$ cat src/hdl/octahedral_normal_encode_assert.svh
// assertion helpers for the octahedral encoder
`ifndef OCTAHEDRAL_NORMAL_ENCODE_ASSERT_SVH
`define OCTAHEDRAL_NORMAL_ENCODE_ASSERT_SVH

// same-cycle implication, off during reset
`define ONENC_ASSERT_NOW(label, clk, rst, ante, cons) \
  label: assert property (@(posedge clk) disable iff (rst) (ante) |-> (cons)) \
    else $error("onenc check failed");

// next-cycle implication, off during reset
`define ONENC_ASSERT_NEXT(label, clk, rst, ante, cons) \
  label: assert property (@(posedge clk) disable iff (rst) (ante) |=> (cons)) \
    else $error("onenc check failed");

`endif

$ cat src/hdl/onenc_pkg.sv
package onenc_pkg;

  localparam int COMPONENT_BITS_DEF = 16;
  localparam int FRACTION_BITS_DEF  = 14;
  localparam int OUT_BITS           = 16;

endpackage

$ cat src/hdl/onenc_dir_if.sv
interface onenc_dir_if #(
  parameter int COMPONENT_BITS = onenc_pkg::COMPONENT_BITS_DEF
);
  logic                             valid;
  logic                             ready;
  logic signed [COMPONENT_BITS-1:0] dir_x;
  logic signed [COMPONENT_BITS-1:0] dir_y;
  logic signed [COMPONENT_BITS-1:0] dir_z;

  modport source (output valid, output dir_x, output dir_y, output dir_z, input ready);
  modport sink   (input valid, input dir_x, input dir_y, input dir_z, output ready);
endinterface

$ cat src/hdl/onenc_oct_if.sv
interface onenc_oct_if;
  logic                                 valid;
  logic                                 ready;
  logic signed [onenc_pkg::OUT_BITS-1:0] oct_u;
  logic signed [onenc_pkg::OUT_BITS-1:0] oct_v;
  logic                                 zero_vector;

  modport source (output valid, output oct_u, output oct_v, output zero_vector, input ready);
  modport sink   (input valid, input oct_u, input oct_v, input zero_vector, output ready);
endinterface

$ cat src/hdl/octahedral_normal_encode.sv
// octahedral normal encoder
// dir channel: one beat carries a signed direction (dir_x, dir_y, dir_z) on a
// common scale. oct channel: one beat per input beat, in order, with oct_u and
// oct_v in signed fixed point (FRACTION_BITS fraction bits, 1.0 = 1 << F) and
// zero_vector set for an all-zero input, coordinates then 0.
// pipeline: one stage forms magnitudes and the L1 sum, FRACTION_BITS + 2
// restoring divide stages produce one quotient bit each for u and v side by
// side, and a last stage rounds, folds the lower hemisphere and attaches signs.
// throughput is one beat per cycle while oct does not stall.
// a stall on oct holds the output register; upstream stages keep filling any
// empty slot, so dir.ready stays high until every stage holds a beat.
// reset (rst, synchronous) empties all stages; no state links one beat to the
// next.
`include "octahedral_normal_encode_assert.svh"

module octahedral_normal_encode #(
  parameter int COMPONENT_BITS = onenc_pkg::COMPONENT_BITS_DEF,
  parameter int FRACTION_BITS  = onenc_pkg::FRACTION_BITS_DEF
) (
  input logic          clk,
  input logic          rst,
  onenc_dir_if.sink    dir,
  onenc_oct_if.source  oct
);

  localparam int CB = COMPONENT_BITS;
  localparam int SW = COMPONENT_BITS + 2;        // L1 sum width
  localparam int QW = FRACTION_BITS + 2;         // quotient bits, one per divide stage
  localparam int NS = QW + 2;                    // total stages
  localparam int OB = onenc_pkg::OUT_BITS;
  localparam int XW = QW + OB;                   // signed work width for the output

  logic [NS-1:0] vld;
  logic [NS-1:0] load;

  // per-stage payload, index 0 is the magnitude stage, 1..QW the divide stages
  logic [SW-1:0] sum   [0:QW];
  logic [SW-1:0] rem_u [0:QW];
  logic [SW-1:0] rem_v [0:QW];
  logic [QW-1:0] q_u   [0:QW];
  logic [QW-1:0] q_v   [0:QW];
  logic          neg_x [0:QW];
  logic          neg_y [0:QW];
  logic          neg_z [0:QW];
  logic          zero  [0:QW];

  logic [CB-1:0] mag_x, mag_y, mag_z;
  logic [SW-1:0] sum_in;

  logic [QW:0]        rnd_u, rnd_v;
  logic [QW-1:0]      mu, mv, fu, fv, su, sv;
  logic signed [XW-1:0] wu, wv;
  logic signed [OB-1:0] oct_u_next, oct_v_next;

  // a stage loads when it is empty or its beat moves on
  always_comb begin
    load[NS-1] = !vld[NS-1] || oct.ready;
    for (int i = NS - 2; i >= 0; i--) begin
      load[i] = !vld[i] || load[i+1];
    end
  end

  assign dir.ready = load[0];

  always_ff @(posedge clk) begin
    if (rst) begin
      vld <= '0;
    end else begin
      if (load[0]) vld[0] <= dir.valid;
      for (int i = 1; i < NS; i++) begin
        if (load[i]) vld[i] <= vld[i-1];
      end
    end
  end

  // magnitudes and L1 norm
  assign mag_x  = dir.dir_x[CB-1] ? CB'(~dir.dir_x + 1'b1) : CB'(dir.dir_x);
  assign mag_y  = dir.dir_y[CB-1] ? CB'(~dir.dir_y + 1'b1) : CB'(dir.dir_y);
  assign mag_z  = dir.dir_z[CB-1] ? CB'(~dir.dir_z + 1'b1) : CB'(dir.dir_z);
  assign sum_in = SW'(mag_x) + SW'(mag_y) + SW'(mag_z);

  always_ff @(posedge clk) begin
    if (load[0]) begin
      sum[0]   <= sum_in;
      rem_u[0] <= SW'(mag_x);
      rem_v[0] <= SW'(mag_y);
      q_u[0]   <= '0;
      q_v[0]   <= '0;
      neg_x[0] <= dir.dir_x[CB-1];
      neg_y[0] <= dir.dir_y[CB-1];
      neg_z[0] <= dir.dir_z[CB-1];
      zero[0]  <= (sum_in == '0);
    end
  end

  // restoring divide, quotient of mag * 2^(F+1) / sum, msb first
  for (genvar k = 1; k <= QW; k++) begin : g_div
    logic [SW:0] cu, cv;
    logic        bu, bv;

    if (k == 1) begin : g_first
      assign cu = {1'b0, rem_u[k-1]};
      assign cv = {1'b0, rem_v[k-1]};
    end else begin : g_rest
      assign cu = {rem_u[k-1], 1'b0};
      assign cv = {rem_v[k-1], 1'b0};
    end

    assign bu = (cu >= {1'b0, sum[k-1]});
    assign bv = (cv >= {1'b0, sum[k-1]});

    always_ff @(posedge clk) begin
      if (load[k]) begin
        rem_u[k] <= bu ? SW'(cu - {1'b0, sum[k-1]}) : SW'(cu);
        rem_v[k] <= bv ? SW'(cv - {1'b0, sum[k-1]}) : SW'(cv);
        q_u[k]   <= {q_u[k-1][QW-2:0], bu};
        q_v[k]   <= {q_v[k-1][QW-2:0], bv};
        sum[k]   <= sum[k-1];
        neg_x[k] <= neg_x[k-1];
        neg_y[k] <= neg_y[k-1];
        neg_z[k] <= neg_z[k-1];
        zero[k]  <= zero[k-1];
      end
    end
  end

  // round half away (magnitudes), fold for negative z, reattach signs
  assign rnd_u = {1'b0, q_u[QW]} + (QW+1)'(1);
  assign rnd_v = {1'b0, q_v[QW]} + (QW+1)'(1);
  assign mu    = rnd_u[QW:1];
  assign mv    = rnd_v[QW:1];
  assign fu    = (QW'(1) << FRACTION_BITS) - mv;
  assign fv    = (QW'(1) << FRACTION_BITS) - mu;
  assign su    = neg_z[QW] ? fu : mu;
  assign sv    = neg_z[QW] ? fv : mv;
  assign wu    = neg_x[QW] ? -$signed(XW'(su)) : $signed(XW'(su));
  assign wv    = neg_y[QW] ? -$signed(XW'(sv)) : $signed(XW'(sv));

  always_comb begin
    if (zero[QW]) begin
      oct_u_next = '0;
      oct_v_next = '0;
    end else begin
      oct_u_next = wu[OB-1:0];
      oct_v_next = wv[OB-1:0];
    end
  end

  always_ff @(posedge clk) begin
    if (load[NS-1]) begin
      oct.oct_u       <= oct_u_next;
      oct.oct_v       <= oct_v_next;
      oct.zero_vector <= zero[QW];
    end
  end

  assign oct.valid = vld[NS-1];

  `ONENC_ASSERT_NOW(a_zero_out, clk, rst, oct.valid && oct.zero_vector, (oct.oct_u == '0) && (oct.oct_v == '0))
  `ONENC_ASSERT_NOW(a_full_stall, clk, rst, (&vld) && !oct.ready, !dir.ready)
  `ONENC_ASSERT_NOW(a_rem_bound, clk, rst, vld[QW] && (sum[QW] != '0), (rem_u[QW] < sum[QW]) && (rem_v[QW] < sum[QW]))

endmodule

$ cat src/flat_wrapper.sv
// flat-port wrapper written by rule: the top's interface ports become plain ports
module octahedral_normal_encode_flat 
#(
  parameter int COMPONENT_BITS = onenc_pkg::COMPONENT_BITS_DEF,
  parameter int FRACTION_BITS  = onenc_pkg::FRACTION_BITS_DEF
)
  (clk, rst, dir_valid, dir_dir_x, dir_dir_y, dir_dir_z, dir_ready, oct_valid, oct_oct_u, oct_oct_v, oct_zero_vector, oct_ready);
  onenc_dir_if #(.COMPONENT_BITS(COMPONENT_BITS)) dir_i ();
  onenc_oct_if oct_i ();
  input logic clk;
  input logic rst;
  input wire logic [$bits(dir_i.valid)-1:0] dir_valid;
  input wire logic [$bits(dir_i.dir_x)-1:0] dir_dir_x;
  input wire logic [$bits(dir_i.dir_y)-1:0] dir_dir_y;
  input wire logic [$bits(dir_i.dir_z)-1:0] dir_dir_z;
  output wire logic [$bits(dir_i.ready)-1:0] dir_ready;
  output wire logic [$bits(oct_i.valid)-1:0] oct_valid;
  output wire logic [$bits(oct_i.oct_u)-1:0] oct_oct_u;
  output wire logic [$bits(oct_i.oct_v)-1:0] oct_oct_v;
  output wire logic [$bits(oct_i.zero_vector)-1:0] oct_zero_vector;
  input wire logic [$bits(oct_i.ready)-1:0] oct_ready;
  assign dir_i.valid = dir_valid;
  assign dir_i.dir_x = dir_dir_x;
  assign dir_i.dir_y = dir_dir_y;
  assign dir_i.dir_z = dir_dir_z;
  assign dir_ready = dir_i.ready;
  assign oct_valid = oct_i.valid;
  assign oct_oct_u = oct_i.oct_u;
  assign oct_oct_v = oct_i.oct_v;
  assign oct_zero_vector = oct_i.zero_vector;
  assign oct_i.ready = oct_ready;
  octahedral_normal_encode #(.COMPONENT_BITS(COMPONENT_BITS), .FRACTION_BITS(FRACTION_BITS)) u_core (.clk(clk), .rst(rst), .dir(dir_i), .oct(oct_i));
endmodule
$ cat config.mk
export PLATFORM = sky130hd
export DESIGN_NAME = octahedral_normal_encode_flat
export DESIGN_NICKNAME = d
export VERILOG_FILES = /design/src/hdl/onenc_pkg.sv /design/src/hdl/onenc_dir_if.sv /design/src/hdl/onenc_oct_if.sv /design/src/hdl/octahedral_normal_encode.sv /design/src/flat_wrapper.sv
export VERILOG_INCLUDE_DIRS = /design/src /design/src/hdl
export SDC_FILE = /design/constraint.sdc
export NUM_CORES = 2
export LEC_CHECK = 0
export BUFFER_PORTS_ARGS = -buffer_cell sky130_fd_sc_hd__buf_2
export CAP_MARGIN = 15
export CELL_PAD_IN_SITES_DETAIL_PLACEMENT = 1
export CELL_PAD_IN_SITES_GLOBAL_PLACEMENT = 2
export CORE_MARGIN = 2
export CORE_UTILIZATION = 40
export CTS_CLUSTER_SIZE = 8
export DETAILED_ROUTE_END_ITERATION = 7
export HOLD_SLACK_MARGIN = 0.02
export PLACE_DENSITY = 0.83
export SYNTH_ARGS = -nofsm -noshare
export SYNTH_HDL_FRONTEND = slang
export SYNTH_SLANG_ARGS = --single-unit
$ cat constraint.sdc
create_clock -name clk -period 21.5 [get_ports clk]
set_input_delay 4.3 -clock clk [delete_from_list [all_inputs] [get_ports clk]]
set_output_delay 4.3 -clock clk [all_outputs]
set_load 0.05 [all_outputs]
==> flow_metrics.tcl <==
set metrics [dict create \
    cp_top_family "simple AND/OR/NAND/NOR gates" \
    status "finished clean" \
    dpl.hpwl_mm 159 \
    async_flop_share_pct 0 \
    drc_errors 0 \
    cp_max_fo 69 \
    final-hold-violation-count 0 \
    syn_inst 6454 \
    num_rows 156 \
    cts_buffers 176 \
    timing.final.crit_share_pct 61.8 \
    antenna_found_initial 8 \
    ant_nets 0 \
    grt_start_max_net_pins 83 \
    start_kind "input port" \
    cts_resized 0 \
    synth_nets 7149 \
    drv_cap 0 \
    syn_area_per_cell_um2 11.3 \
    fin_crit_ns 13.29 \
    rsz0062_at_grt "false" \
    globalRouteTotalUtil_pct 21.6 \
    drtIter0Drc 3224 \
    postCtsSetupRepairBufs 0 \
    arrival_ns 8.99 \
    wl_mm 203 \
    cts_buffer_depth 3 \
    hold_buffers 0 \
    cts.sinks 1251 \
    crit_type "input port to primary output" \
    worstReg2RegEnd "u_core.neg_y[0][0]" \
    layout_common_cells "edfxtp_1 (1233), ha_1 (611), nor2_1 (498)" \
    synthToLayoutAreaGrowth_pct 11.4 \
    worstHoldStart "u_core.q_v[11][0]" \
    timing.fmax_ghz 0.0753 \
    die_h_um 431 \
    worst_setup_path_end_kind "primary output" \
    vias 50541 \
    place.gp.congestion 0.892 \
    grt_pass1_wl_mm 312 \
    cts_tree "built" \
    wl_per_cell_um 22.4 \
    setup_violations 0 \
    ys_warn_count 0 \
    fin_skew_ns 0.0336 \
    cp_slowest_stage_delay_ns 0.47 \
    netlist_area_um2 73000 \
    cts_root_buf "clkbuf_16" \
    r2r_cells 15 \
    cp_cell_sequence "buf_2 -> nor2b_1 -> inv_1 -> buf_4 -> nor2_1 -> and2_1 -> and3_1 -> and3_1 -> and3_1 -> and2_1 -> inv_2 -> buf_4 -> nor3_1 -> buf_4 -> nand3_2 -> buf_4 -> buf_2" \
    die_w_um 431 \
    ys_seq_area_share_pct 51.2 \
    whs_endpoint "u_core.q_v[12][1]" \
    portBuffers 86 \
    grt-ovfl-total 0 \
    slew_headroom_pct 25.3 \
    synth_edf_count 1233 \
    drive_above_1_share_pct 10.1 \
    synth_cell_types 89 \
    ys_ff_latch 1251 \
    rr_startpoint "u_core.vld[17]" \
    firstDrtPassIters 5 \
    tightest_slew_ns 1.12 \
    drv_slew 0 \
    htree_levels 4 \
    cp_common_cell "buf_4" \
    r2r_setup_slack_ns 16.47 \
    die-area_um2 186000 \
    core_area_um2 181000 \
    io_pins 87 \
    clk_pin_slew_ns 0.05 \
    start_util_pct 40.3 \
    final_nets 7356 \
    synthFlopType "edfxtp_1" \
    fin_setup_tns_ns 0 \
    grt_pass1_vias 52542 \
    insertion_delay_ns 0.82 \
    routed_via_density 5.56 \
    final_common_cell "edfxtp_1" \
    required_ns 17.20 \
    whs_path_depth 0 \
    hold_path_class "flop to flop" \
    fillers 19426 \
    critPathSlowestCell "and2_1" \
    path_buf_inv 8 \
]
==> cell usage after synthesis, types with 42 or more instances <==
cell type	number	area (um^2)
o31ai_1	52	390
a21oi_1	464	2320
or3_1	66	413
o21bai_1	42	315
nand4_1	98	613
clkbuf_1	77	289
a211oi_1	61	458
nand3_1	90	450
ha_1	611	7640
o21a_1	80	601
xor2_1	193	1690
o21ai_0	354	1770
a21o_1	135	1010
nor2_1	507	1900
inv_1	496	1860
mux2_2	234	2640
nor3_1	132	661
nand2_1	441	1660
xnor2_1	336	2940
nand2b_1	80	500
a21boi_0	57	428
nor2b_1	81	507
edfxtp_1	1233	37000
==> state kept, by name (all words and copies together) (netlist names) <==
name                    flops
u_core.neg_y               17
u_core.zero                17
u_core.vld                 18
u_core.rem_u              286
u_core.oct.zero_vector      1
u_core.oct.oct_u           16
u_core.q_u                136
u_core.rem_v              286
u_core.neg_x               17
u_core.oct.oct_v           16
u_core.neg_z               17
u_core.q_v                136
u_core.sum                288
==> area by class of cell <==
type	count	area (um^2)	area share, %
Sequential cell	1251	37400	46.0
Multi-Input combinational cell	4605	33400	41.1
Clock buffer	222	4620	5.68
Timing Repair Buffer	130	813	1.00
Tap cell	2370	2970	3.65
Antenna cell	3	7.51	0.00923
Clock inverter	16	264	0.325
Inverter	497	1870	2.30
==> logic make-up (layout without fill, tap and decap cells) <==
kind of cell               count (synthesis)  count (layout)  synth area share (%)
buffers and inverters                    598             865                  3.16
other                                      0               3                     0
AOI/OAI and AO/OA                       1476            1476                  12.8
DFF                                     1251            1251                  51.2
adders and majority gates                643             643                  11.3
muxes                                    256             256                  3.91
xor gates and xnor gates                 531             531                  6.39
and+or+nand+nor                         1699            1699                  11.2
==> worst max path at each step <==
stage	startpoint	endpoint	slack, ns	cells past startpoint
finish	oct_ready	dir_ready	8.21	17
global route	oct_ready	dir_ready	7.75	17
CTS	oct_ready	dir_ready	8.10	17
detailed placement	oct_ready	dir_ready	8.17	17
global placement	oct_ready	dir_ready	8.37	17
floorplan	oct_ready	dir_ready	7.63	11
==> routing by layer <==
layer | vias to the layer above | track usage [%] | wire length [um]
met4 | 0 | 6.08 | 5110
met5 | - | 0 | 0
met2 | 916 | 38.2 | 102000
met3 | 272 | 2.43 | 6900
li1 | 24200 | - | -
met1 | 25153 | 27.9 | 89300
==> per-stage QoR <==
stage	worst slack (ns)	cell area (um^2)	util (%)	hold slack, ns	std cells
6_report	8.21	81300	44.9	0.406	9094
2_1_floorplan	7.63	73000	-	0.400	6454
5_1_grt	7.75	81300	44.9	0.418	9092
3_3_place_gp	8.37	76400	42.2	0.401	8849
3_5_place_dp	8.17	76400	42.2	0.406	8849
4_1_cts	8.10	81200	44.9	0.405	9087
Power is not shown: default switching activity piles up to over one toggle a cycle in this logic, so the estimate is an artifact.
